<file path="src/hdl/lca_pkg.sv">
// Shared types, constants and helpers for the lowest-common-ancestor block.
// No dependencies.
`timescale 1ns / 1ps

package lca_pkg;

   localparam int NODE_COUNT  = 1024;
   localparam int JUMP_LEVELS = 11;
   localparam int LVL         = JUMP_LEVELS + 1;
   localparam int NODE_W      = $clog2(NODE_COUNT);
   localparam int TIME_W      = 12;
   localparam int LVL_W       = $clog2(LVL);
   localparam int JADDR_W     = $clog2(NODE_COUNT * LVL);

   typedef logic [NODE_W-1:0]  node_type;
   typedef logic [TIME_W-1:0]  stamp_type;
   typedef logic [LVL_W-1:0]   lvl_type;
   typedef logic [JADDR_W-1:0] jaddr_type;

   localparam stamp_type CNT_MAX = '1;

   typedef enum logic [1:0] {
      OP_ENTER = 2'd0,
      OP_LEAVE = 2'd1,
      OP_QUERY = 2'd2,
      OP_CLEAR = 2'd3
   } op_type;

   typedef struct packed {
      logic      entered;
      logic      finished;
      stamp_type entry_time;
      stamp_type exit_time;
   } node_rec_type;

   localparam int REC_W = $bits(node_rec_type);

   typedef struct packed {
      logic         we;
      node_type     addr;
      node_rec_type wdata;
   } node_req_type;

   typedef struct packed {
      logic      we;
      jaddr_type addr;
      node_type  wdata;
   } jump_req_type;

   typedef enum logic [3:0] {
      ST_CLEAR,
      ST_IDLE,
      ST_RD_B,
      ST_DECIDE,
      ST_J_RD,
      ST_J_WR,
      ST_Q_NRD,
      ST_Q_CHK,
      ST_Q_OUT
   } state_type;

   // x is an ancestor of (or equal to) y by time interval
   function automatic logic covers(node_rec_type x, node_rec_type y);
      logic res;
      if (!x.entered || !y.entered) begin
         res = 1'b0;
      end else if (x.entry_time > y.entry_time) begin
         res = 1'b0;
      end else if (!x.finished) begin
         res = 1'b1;
      end else if (!y.finished) begin
         res = 1'b0;
      end else begin
         res = (x.exit_time >= y.exit_time);
      end
      return res;
   endfunction

   function automatic jaddr_type jump_addr(node_type n, lvl_type l);
      return jaddr_type'(n) * jaddr_type'(LVL) + jaddr_type'(l);
   endfunction

endpackage

</file>
<file path="src/hdl/lca_ctrl.sv">
// Sequencer: stamps, jump-table fill, ancestor lifting, clear sweep.
// Depends on lca_pkg; drives the node and jump memories.
`timescale 1ns / 1ps

module lca_ctrl (
   input  logic                  clock,
   input  logic                  reset,
   input  logic                  start,
   output logic                  busy,
   input  lca_pkg::op_type       req_op,
   input  lca_pkg::node_type     req_node,
   input  lca_pkg::node_type     req_other_node,
   output logic                  rsp_strobe,
   output lca_pkg::node_type     rsp_ancestor,
   output logic                  rsp_error,
   output lca_pkg::node_req_type node_req,
   input  lca_pkg::node_rec_type node_rdata,
   output lca_pkg::jump_req_type jump_req,
   input  lca_pkg::node_type     jump_rdata
);

   import lca_pkg::*;

   state_type    state_ff, state_in;
   op_type       op_ff, op_in;
   node_type     a_ff, a_in;
   node_type     b_ff, b_in;
   stamp_type    cnt_ff, cnt_in;
   node_rec_type rec_a_ff, rec_a_in;
   node_rec_type rec_b_ff, rec_b_in;
   node_type     mid_ff, mid_in;
   node_type     u_ff, u_in;
   node_type     w_ff, w_in;
   lvl_type      lvl_ff, lvl_in;
   node_type     clr_ff, clr_in;
   logic         rsp_strobe_ff, rsp_strobe_in;
   node_type     rsp_ancestor_ff, rsp_ancestor_in;
   logic         rsp_error_ff, rsp_error_in;

   logic     accept;
   logic     enter_ok;
   logic     leave_ok;
   logic     q_err;
   logic     cov_ab;
   logic     cov_ba;
   logic     cov_w;
   logic     q_done;
   node_type u_next;
   lvl_type  lvl_dec;

   assign accept   = start && (state_ff == ST_IDLE);
   assign enter_ok = !rec_a_ff.entered && (cnt_ff != CNT_MAX) &&
                     ((b_ff == a_ff) || node_rdata.entered);
   assign leave_ok = rec_a_ff.entered && !rec_a_ff.finished && (cnt_ff != CNT_MAX);
   assign q_err    = !rec_a_ff.finished || !node_rdata.finished;
   assign cov_ab   = covers(rec_a_ff, node_rdata);
   assign cov_ba   = covers(node_rdata, rec_a_ff);
   assign q_done   = q_err || cov_ab || cov_ba;
   assign cov_w    = covers(node_rdata, rec_b_ff);
   assign u_next   = cov_w ? u_ff : w_ff;
   assign lvl_dec  = (lvl_ff == '0) ? '0 : lvl_ff - lvl_type'(1);

   // next state
   always_comb begin
      state_in = state_ff;
      unique case (state_ff)
         ST_CLEAR: begin
            if (clr_ff == node_type'(NODE_COUNT - 1)) state_in = ST_IDLE;
         end
         ST_IDLE: begin
            if (start) state_in = (req_op == OP_CLEAR) ? ST_CLEAR : ST_RD_B;
         end
         ST_RD_B: state_in = ST_DECIDE;
         ST_DECIDE: begin
            unique case (op_ff)
               OP_ENTER: state_in = enter_ok ? ST_J_RD : ST_IDLE;
               OP_QUERY: state_in = q_done ? ST_IDLE : ST_Q_NRD;
               OP_LEAVE,
               OP_CLEAR: state_in = ST_IDLE;
            endcase
         end
         ST_J_RD: state_in = ST_J_WR;
         ST_J_WR: state_in = (lvl_ff == lvl_type'(LVL - 1)) ? ST_IDLE : ST_J_RD;
         ST_Q_NRD: state_in = ST_Q_CHK;
         ST_Q_CHK: state_in = (lvl_ff == '0) ? ST_Q_OUT : ST_Q_NRD;
         ST_Q_OUT: state_in = ST_IDLE;
         default: state_in = ST_IDLE;
      endcase
   end

   // datapath and memory controls
   always_comb begin
      op_in           = op_ff;
      a_in            = a_ff;
      b_in            = b_ff;
      cnt_in          = cnt_ff;
      rec_a_in        = rec_a_ff;
      rec_b_in        = rec_b_ff;
      mid_in          = mid_ff;
      u_in            = u_ff;
      w_in            = w_ff;
      lvl_in          = lvl_ff;
      clr_in          = clr_ff;
      rsp_strobe_in   = 1'b0;
      rsp_ancestor_in = rsp_ancestor_ff;
      rsp_error_in    = rsp_error_ff;
      node_req        = '0;
      node_req.addr   = a_ff;
      jump_req        = '0;

      unique case (state_ff)
         ST_CLEAR: begin
            node_req.we    = 1'b1;
            node_req.addr  = clr_ff;
            node_req.wdata = '0;
            clr_in         = clr_ff + node_type'(1);
         end
         ST_IDLE: begin
            node_req.addr = req_node;
            if (accept) begin
               op_in  = req_op;
               a_in   = req_node;
               b_in   = req_other_node;
               clr_in = '0;
               if (req_op == OP_CLEAR) cnt_in = '0;
            end
         end
         ST_RD_B: begin
            node_req.addr = b_ff;
            rec_a_in      = node_rdata;
         end
         ST_DECIDE: begin
            rec_b_in = node_rdata;
            unique case (op_ff)
               OP_ENTER: begin
                  if (enter_ok) begin
                     cnt_in                    = cnt_ff + stamp_type'(1);
                     node_req.we               = 1'b1;
                     node_req.addr             = a_ff;
                     node_req.wdata            = rec_a_ff;
                     node_req.wdata.entered    = 1'b1;
                     node_req.wdata.finished   = 1'b0;
                     node_req.wdata.entry_time = cnt_ff + stamp_type'(1);
                     jump_req.we               = 1'b1;
                     jump_req.addr             = jump_addr(a_ff, '0);
                     jump_req.wdata            = b_ff;
                     mid_in                    = b_ff;
                     lvl_in                    = lvl_type'(1);
                  end
               end
               OP_LEAVE: begin
                  if (leave_ok) begin
                     cnt_in                   = cnt_ff + stamp_type'(1);
                     node_req.we              = 1'b1;
                     node_req.addr            = a_ff;
                     node_req.wdata           = rec_a_ff;
                     node_req.wdata.finished  = 1'b1;
                     node_req.wdata.exit_time = cnt_ff + stamp_type'(1);
                  end
               end
               OP_QUERY: begin
                  priority if (q_err) begin
                     rsp_strobe_in   = 1'b1;
                     rsp_ancestor_in = '0;
                     rsp_error_in    = 1'b1;
                  end else if (cov_ab) begin
                     rsp_strobe_in   = 1'b1;
                     rsp_ancestor_in = a_ff;
                     rsp_error_in    = 1'b0;
                  end else if (cov_ba) begin
                     rsp_strobe_in   = 1'b1;
                     rsp_ancestor_in = b_ff;
                     rsp_error_in    = 1'b0;
                  end else begin
                     jump_req.addr = jump_addr(a_ff, lvl_type'(LVL - 1));
                     u_in          = a_ff;
                     lvl_in        = lvl_type'(LVL - 1);
                  end
               end
               OP_CLEAR: begin
               end
            endcase
         end
         ST_J_RD: begin
            jump_req.addr = jump_addr(mid_ff, lvl_ff - lvl_type'(1));
         end
         ST_J_WR: begin
            jump_req.we    = 1'b1;
            jump_req.addr  = jump_addr(a_ff, lvl_ff);
            jump_req.wdata = jump_rdata;
            mid_in         = jump_rdata;
            lvl_in         = lvl_ff + lvl_type'(1);
         end
         ST_Q_NRD: begin
            node_req.addr = jump_rdata;
            w_in          = jump_rdata;
         end
         ST_Q_CHK: begin
            u_in          = u_next;
            jump_req.addr = jump_addr(u_next, lvl_dec);
            lvl_in        = lvl_dec;
         end
         ST_Q_OUT: begin
            rsp_strobe_in   = 1'b1;
            rsp_ancestor_in = jump_rdata;
            rsp_error_in    = 1'b0;
         end
         default: begin
         end
      endcase
   end

   always_ff @(posedge clock) begin
      if (reset) begin
         state_ff      <= ST_CLEAR;
         cnt_ff        <= '0;
         clr_ff        <= '0;
         rsp_strobe_ff <= 1'b0;
      end else begin
         state_ff      <= state_in;
         cnt_ff        <= cnt_in;
         clr_ff        <= clr_in;
         rsp_strobe_ff <= rsp_strobe_in;
      end
   end

   always_ff @(posedge clock) begin
      op_ff           <= op_in;
      a_ff            <= a_in;
      b_ff            <= b_in;
      rec_a_ff        <= rec_a_in;
      rec_b_ff        <= rec_b_in;
      mid_ff          <= mid_in;
      u_ff            <= u_in;
      w_ff            <= w_in;
      lvl_ff          <= lvl_in;
      rsp_ancestor_ff <= rsp_ancestor_in;
      rsp_error_ff    <= rsp_error_in;
   end

   assign busy         = (state_ff != ST_IDLE);
   assign rsp_strobe   = rsp_strobe_ff;
   assign rsp_ancestor = rsp_ancestor_ff;
   assign rsp_error    = rsp_error_ff;

endmodule

</file>
<file path="config.mk">
export PLATFORM = sky130hd
export DESIGN_NAME = lca_ctrl
export DESIGN_NICKNAME = d
export VERILOG_FILES = /design/src/hdl/lca_pkg.sv /design/src/hdl/lca_ctrl.sv
export SDC_FILE = /design/constraint.sdc
export NUM_CORES = 1
export LEC_CHECK = 0
export BUFFER_PORTS_ARGS = -buffer_cell sky130_fd_sc_hd__clkbuf_2
export CORE_UTILIZATION = 37
export CTS_CLUSTER_DIAMETER = 50
export CTS_CLUSTER_SIZE = 30
export DETAILED_ROUTE_END_ITERATION = 10
export GPL_TIMING_DRIVEN = 1
export PLACE_DENSITY = 0.55
export SLEW_MARGIN = 20
export SYNTH_ARGS = -nofsm -noshare
export SYNTH_HDL_FRONTEND = slang
export SYNTH_SLANG_ARGS = --single-unit
</file>
<file path="constraint.sdc">
create_clock -name clock -period 13.5 [get_ports clock]
set_input_delay 1.35 -clock clock [delete_from_list [all_inputs] [get_ports clock]]
set_output_delay 1.35 -clock clock [all_outputs]
set_load 0.02 [all_outputs]
</file>
* Word-level counts from Yosys, hierarchy flattened
Index checks and enable logic that the tools add are counted.
** Storage, ports and cells
- Output and inout bits :: 75
- Register bits after elaboration :: 146
** Operators by class
- Add/sub/neg operators :: 8
- $lt $le $gt $ge :: 6
- Multiplexer cells :: 76
- Eq/ne operators :: 35
- Multipliers :: 3
- Reduce and logical (&&, ||, !) cells :: 34
** Operator list (number)
- $mux 10 :: 13
- $pmux 10 s2 :: 5
- $mux 37 :: 2
- $pmux 37 s2 :: 1
- $pmux 14 s4 :: 1
- $pmux 10 s5 :: 1
- $mux 12 :: 4
- $pmux 12 s2 :: 2
- $add 14x4->14 :: 3
- $mux 14 :: 3
- $ge 12x12->1 :: 3
- $gt 12x12->1 :: 3
- $mul 10x2->12 const B :: 3
- $mux 4 :: 8
- $pmux 4 s8 :: 1
- $pmux 14 s2 :: 1
- $mux 26 :: 1
- $mux 25 :: 1
- $pmux 4 s3 :: 2
- $mux 1 :: 21
- $eq 4x3->1 const B :: 4
- $ne 3x3->1 const B :: 5
- $add 14x4->14 const B :: 1
- $ne 2x2->1 const B :: 7
- other kinds (32) :: 66

* Depth between registers and ports, before layout
Gate-level depths: netlist of run 1.
- Word-level depth :: 10
- Gate-level depth with buffers :: 24
- Depth with buffers taken out :: 20

* Least setup slack after synthesis of run 1
No wires, ideal clock.
- Kind :: input -> output
- From :: in node_rdata[5] (netlist bit)
- To :: out jump_req[23] (netlist bit)
- Data required time :: 12.150 ns
- Path buffers :: 3
- Path slack :: 6.308 ns
- Arrival time :: 5.842 ns
- Stages on the path :: 21
- Cells stage by stage :: ha_1 -> a2111oi_0 -> o21ai_0 -> a211oi_1 -> nor2_1 -> nand2_1 -> buf_2 -> buf_1 -> o21ai_0 -> ha_1 -> clkbuf_1 -> o21ai_0 -> o21ai_0 -> a21o_1 -> nor3_1 -> a21oi_1 -> a221oi_1 -> and4bb_2 -> o21ai_0 -> a31oi_1 -> a31oi_1
** RTL lines
- start: declaration :: RTL line lca_ctrl.sv:17 : input lca_pkg::node_rec_type node_rdata,
- end: declaration :: RTL line lca_ctrl.sv:18 : output lca_pkg::jump_req_type jump_req,

==> impl_metrics.json, run 1 <==
{
  "post_cts_resized": 0,
  "synth.net_count": 1391,
  "ant_nets": 0,
  "cp.arrival_ns": 7.66,
  "fin_worst_skew_ns": 0.0256,
  "synth_top_area_cell": "edfxtp_1",
  "peakVddDrop_mv": 0.0681,
  "grt.overflow.total": 0,
  "max_freq_mhz": 111,
  "fin_crit_sh_pct": 66.8,
  "syn_area_um2": 11000,
  "die_area_um2": 30400,
  "htreeDepth": 4,
  "drv_cap": 0,
  "drive_gt1_share_pct": 15.8,
  "async_flop_share_pct": 0,
  "dp_hpwl_mm": 26.1,
  "cp-end-kind": "output port",
  "setup_violations": 0,
  "synthFlopType": "edfxtp_1",
  "slew_headroom_pct": 28.7,
  "port_buffers": 135,
  "power_density_nw_per_um2": 81.5,
  "vias": 9844,
  "clk_latency_ns": 0.44,
  "dieWidth_um": 174,
  "crit_family": "compound AO/OA/AOI/OAI gates",
  "root_buffer": "clkbuf_16",
  "firstDrtPassIters": 6,
  "ys_seq_elements": 146,
  "antenna_found_initial": 0,
  "whs_ns": 0.506,
  "rsz0062_at_grt": "no",
  "core-area_um2": 29000,
  "drt_drc_violations_left": 0,
  "critical_path.max_fanout": 20,
  "groute.usage.overall_pct": 22.4,
  "synth.avg_cell_area_um2": 8.88,
  "slowest_stage": "a211oi_1",
  "fin_tns_setup_ns": 0,
  "clk_pin_slew_ns": 0.07,
  "post_drt_via_cell_ratio": 5.63,
  "area_growth_pct": 14.9,
  "fill_cells": 2860,
  "ys_warn_count": 0,
  "cp_common_cell": "o21ai_0",
  "ioPinCount": 136,
  "grt_max_degree": 36,
  "postCtsSetupBuffers": 0,
  "postLayoutCoreUtil_pct": 43.6,
  "drtIter0Drc": 895,
  "critPathKind": "in2out",
  "drt_wl_total_mm": 33.7,
  "routedWlPerCell_um": 19.3,
  "cpPeakStageDelay_ns": 0.81,
  "first_global_vias": 9267,
  "slew_violations": 0,
  "syn_inst": 1240,
  "crit_buf_inv": 2,
  "netlist_top_cells_count": "nand2_1, nor2_1, edfxtp_1, ha_1, a21oi_1",
  "cts_num_sinks": 146,
  "power.leakage_nw": 5.13,
  "die_h_um": 174,
  "worst_slew_pin_slew_ns": 1.07,
  "synth_top_cell_area_share_pct": 32.5,
  "layout_min_cycle_time_ns": 9.01,
  "start_util_pct": 37.9,
  "cts_tree": "yes",
  "cp.required_ns": 12.15,
  "crit_chain": "clkbuf_2 > ha_1 > a2111oi_0 > o21ai_0 > a211oi_1 > nor2_1 > nand2_1 > mux2_2 > ha_1 > ha_1 > o21ai_0 > o21ai_0 > a21o_1 > nor3_1 > a21oi_1 > a221oi_1 > and4bb_2 > o21ai_0 > a31oi_1 > a31oi_1 > clkbuf_2",
  "clock_path_buffers": 2,
  "hp-class": "reg2reg",
  "synth_area_leaders": "edfxtp_1, ha_1, nand2_1",
  "cp-start-kind": "input pin",
  "seq_area_frac_synth_pct": 37.4,
  "place.gp.congestion": 0.869,
  "cts_hold_buf": 0,
  "synth_enable_flop_cells": 119,
  "post-synth-top-count-cell": "nand2_1",
  "finalHoldViolations": 0,
  "cts_made_buffers": 17,
  "rows": 62,
  "status": "completed",
  "final_nets": 1500,
  "synth_cell_types": 87,
  "grt_pass1_wl_mm": 52.7
}
-- area by class of cell --
class | instances | area [um^2] | area share (%)
multi-input combinational | 965 | 6440 | 50.9
antenna | 1 | 2.50 | 0.0198
inverter | 77 | 289 | 2.28
clock buffer | 17 | 425 | 3.36
tap | 384 | 480 | 3.80
clock inverter | 15 | 166 | 1.32
sequential | 146 | 4110 | 32.5
timing repair buffer | 142 | 728 | 5.76
-- worst register-to-register path, stage by stage, from the launching register on --
cell,delay [ns]
dfxtp_1,0.71
inv_1,0.27
nor2_1,0.41
nand2_1,0.34
clkinv_1,0.10
buf_4,0.43
nand2b_1,0.70
nor2_1,0.26
buf_4,0.25
inv_1,0.11
nand2_1,0.33
-- placed cells by master (no fill, tap or decap), types with 21 or more instances in the layout --
cell type / n
a22oi_1: 29
inv_1: 76
mux2i_1: 25
nor2_1: 133
dfxtp_1: 27
edfxtp_1: 119
nand2_1: 163
nor3_1: 21
a21oi_1: 78
xnor2_1: 38
ha_1: 85
o21ai_0: 58
clkbuf_2: 135
nand3_1: 28
xor2_1: 34
-- power breakdown --
part / total (mW) / leakage, nW / internal [mW] / switching (mW)
clock: 0.494 / 0.294 / 0.264 / 0.229
combinational: 0.0524 / 3.54 / 0.0202 / 0.0322
sequential: 0.485 / 1.29 / 0.485 / 0.000881
-- stage by stage --
stage | std cells | setup WS, ns | area (um^2) | power [mW]
after floorplan | 1240 | 6.31 | 11000 | 0.522
after global placement | 1714 | 4.74 | 12000 | 0.547
after detailed placement | 1714 | 4.57 | 12000 | 0.548
after CTS | 1746 | 4.57 | 12600 | 1.04
after global routing | 1746 | 3.97 | 12600 | 1.06
final | 1747 | 4.49 | 12600 | 1.03
-- worst paths after layout --
kind                                  from                endpoint  slack (ns)  cells after the start
setup / recovery             node_rdata[5]            jump_req[23]        4.49                     21
hold / removal      clr_ff[7]$_SDFFE_PP0P_  clr_ff[7]$_SDFFE_PP0P_        0.51                      2
setup reg to reg  state_ff[1]$_SDFFE_PP0P_     mid_ff[0]$_DFFE_PP_        9.24                     10
hold reg to reg     clr_ff[7]$_SDFFE_PP0P_  clr_ff[7]$_SDFFE_PP0P_        0.51                      2
-- registers in the layout (all words and copies together) (netlist names) --
name and cells:
cnt_ff 12, a_ff 10, u_ff 10, rec_a_ff 26, rsp_strobe 1, rsp_error 1
clr_ff 10, rec_b_ff 26, rsp_ancestor 10, mid_ff 10, b_ff 10, w_ff 10
state_ff 4, lvl_ff 4, op_ff 2
-- kinds of logic after synthesis --
logic type	share of synthesized area (%)
xor+xnor	5.73
mux	2.78
flops	37.4
compound gates	19.5
simple gates	19.6
buf+inv	4.49
fa+ha+maj	10.6
-- metal layers --
layer	part of all wire [%]	wire length (um)	vias up	GRT usage [%]
met2	46	15400	309	34.9
li1	-	-	4762	-
met4	1.7	583	0	6.32
met5	0	0	-	0
met3	5.3	1790	38	2.69
met1	47	15900	4735	32.4
Note: power is estimated with default switching activity, not from simulation.
==> run 2, diff against run 1 <==
Settings changed: PLACE_DENSITY 0.55 to 0.57.
Clock period 13.5 ns to 8.1 ns, I/O delays scaled along.
==> run 2 against run 1 <==
Worst setup slack worse by 3.5 ns; first-iteration DRC count increased by 4.4%; critical endpoint is now jump_req[22]; combinational power rose by 69%; core utilization up 0.23 points; wire length is 0.30% lower; cell count is 0.17% higher.
==> impl_metrics.json, run 2 (same netlist as run 1, synthesis figures left out) <==
{
  "post_drt_via_cell_ratio": 5.63,
  "status": "completed",
  "fin_tns_setup_ns": 0,
  "mostFrequentLayoutCell": "nand2_1",
  "multi_input_area_um2": 6440,
  "clock_power_share_pct": 48.5,
  "grt_max_degree": 37,
  "peakVddDrop_mv": 0.0884,
  "antenna_cells": 0,
  "cts_num_sinks": 146,
  "slew_violations": 0,
  "root_buffer": "clkbuf_16",
  "whs_ns": 0.513,
  "cp.arrival_ns": 6.31,
  "final_cell_mix": "nand2_1, clkbuf_2, nor2_1",
  "critPathKind": "in2out",
  "fin_worst_skew_ns": 0.00737,
  "final_nets": 1504,
  "port_buffers": 135,
  "ant_nets": 0,
  "cp-start-kind": "input pin",
  "min_from": "clr_ff[1]$_SDFFE_PP0P_",
  "cp.required_ns": 7.29,
  "cp-startpoint": "node_rdata[5]",
  "setup_violations": 0,
  "drt_drc_violations_left": 0,
  "die_area_um2": 30400,
  "drive_gt1_share_pct": 15.8,
  "area_growth_pct": 15.5,
  "antenna_found_initial": 0,
  "groute.usage.overall_pct": 22.3,
  "critical_path.max_fanout": 10,
  "whs_endpoint": "clr_ff[1]$_SDFFE_PP0P_",
  "post-place-cells": 1718,
  "drv_cap": 0,
  "p_seq_share_pct": 46.4,
  "worst_slew_pin_slew_ns": 1.05,
  "cts_tree": "yes",
  "start_util_pct": 37.9,
  "rows": 62,
  "fin_crit_sh_pct": 87.9,
  "grt.overflow.total": 0,
  "finalHoldViolations": 0,
  "core-area_um2": 29000,
  "die_h_um": 174,
  "cts_made_buffers": 17,
  "vias": 9848,
  "ff2ff_setup_slack_ns": 3.69,
  "first_global_vias": 9347,
  "firstDrtPassIters": 8,
  "rsz0062_at_grt": "no",
  "hp-class": "reg2reg",
  "power_mw": 1.75,
  "reg_top3": "rec_a_ff: 26 flops, rec_b_ff: 26 flops, cnt_ff: 12 flops",
  "layout_min_cycle_time_ns": 7.12,
  "postCtsSetupBuffers": 0,
  "clk_latency_ns": 0.44,
  "regToRegStartpoint": "state_ff[1]$_SDFFE_PP0P_",
  "intPower_mw": 1.36,
  "grt_pass1_wl_mm": 52.3,
  "drtIter0Drc": 934,
  "final_cells": 1750,
  "drt_wl_total_mm": 33.6,
  "sw_frac_of_total_pct": 22.0,
  "slew_headroom_pct": 28.2,
  "power_density_nw_per_um2": 137,
  "ioPinCount": 136,
  "rr_endpoint": "mid_ff[2]$_DFFE_PP_",
  "clock_path_buffers": 2,
  "max_freq_mhz": 140,
  "htreeDepth": 4,
  "post_cts_resized": 0,
  "cts_hold_buf": 0,
  "fill_cells": 2908,
  "reg2reg_depth": 8,
  "cp-end-kind": "output port",
  "power_frac_comb_pct": 5.1,
  "seq_area_um2": 4110,
  "p_switching_mw": 0.383,
  "dieWidth_um": 174,
  "dp_hpwl_mm": 26.2,
  "clk_pin_slew_ns": 0.06,
  "routedWlPerCell_um": 19.2,
  "power.leakage_nw": 5.16,
  "place.gp.congestion": 0.951,
  "min_path_cells": 2
}
[run 2: stage by stage]
stage	area (um^2)	worst slack, ns	utilization [%]
final	12700	0.977	43.8
after global routing	12700	0.487	43.8
after global placement	12100	1.29	41.6
after CTS	12700	1.03	43.8
after detailed placement	12100	1.05	41.6
after floorplan	11000	1.99	-
[run 2: worst max path at each step]
stage / end / slack [ns] / depth (start not counted)
floorplan: jump_req[23] / 1.99 / 21
global placement: jump_req[23] / 1.29 / 23
detailed placement: jump_req[22] / 1.05 / 23
CTS: jump_req[22] / 1.03 / 23
global route: jump_req[22] / 0.49 / 23
finish: jump_req[22] / 0.98 / 23
[run 2: power by group through the flow]
stage                     Sequential (mW)  Clock (mW)  Combinational (mW)
after floorplan                     0.826           0              0.0440
after global placement              0.826           0              0.0864
after detailed placement            0.826           0              0.0880
after CTS                           0.810       0.858              0.0887
after global routing                0.810       0.890              0.0985
final                               0.810       0.847              0.0886
[run 2: worst max-delay path, stage by stage]
cell and delay, ns:
clkbuf_2 0.12, ha_1 0.33, a2111oi_0 0.41, o21ai_0 0.22, a211oi_1 0.41, buf_4 0.21, nor2_1 0.10, nand2_1 0.11
buf_4 0.20, mux2_2 0.38, ha_1 0.31, ha_1 0.34, o21ai_0 0.24, o21ai_0 0.12, a21o_1 0.21, nor3_1 0.29
a21oi_1 0.13, a221o_2 0.42, xnor2_1 0.24, nand4b_1 0.15, xnor2_1 0.16, o211ai_1 0.19, clkbuf_2 0.21
[run 2: cell type report]
class	count	area share, %
multi-input cells	965	50.6
flip-flops and latches	146	32.4
repair buffers	146	5.96
clock buffers	23	4.10
well taps	384	3.78
inverters	77	2.27
clock inverters	9	0.895
[run 2: per-layer routing]
metal / global-route usage, % / share of wire, %
met1: 30.8 / 47
met2: 35.2 / 45
met3: 3.41 / 5.5
met5: 0 / 0
met4: 7.97 / 2.5
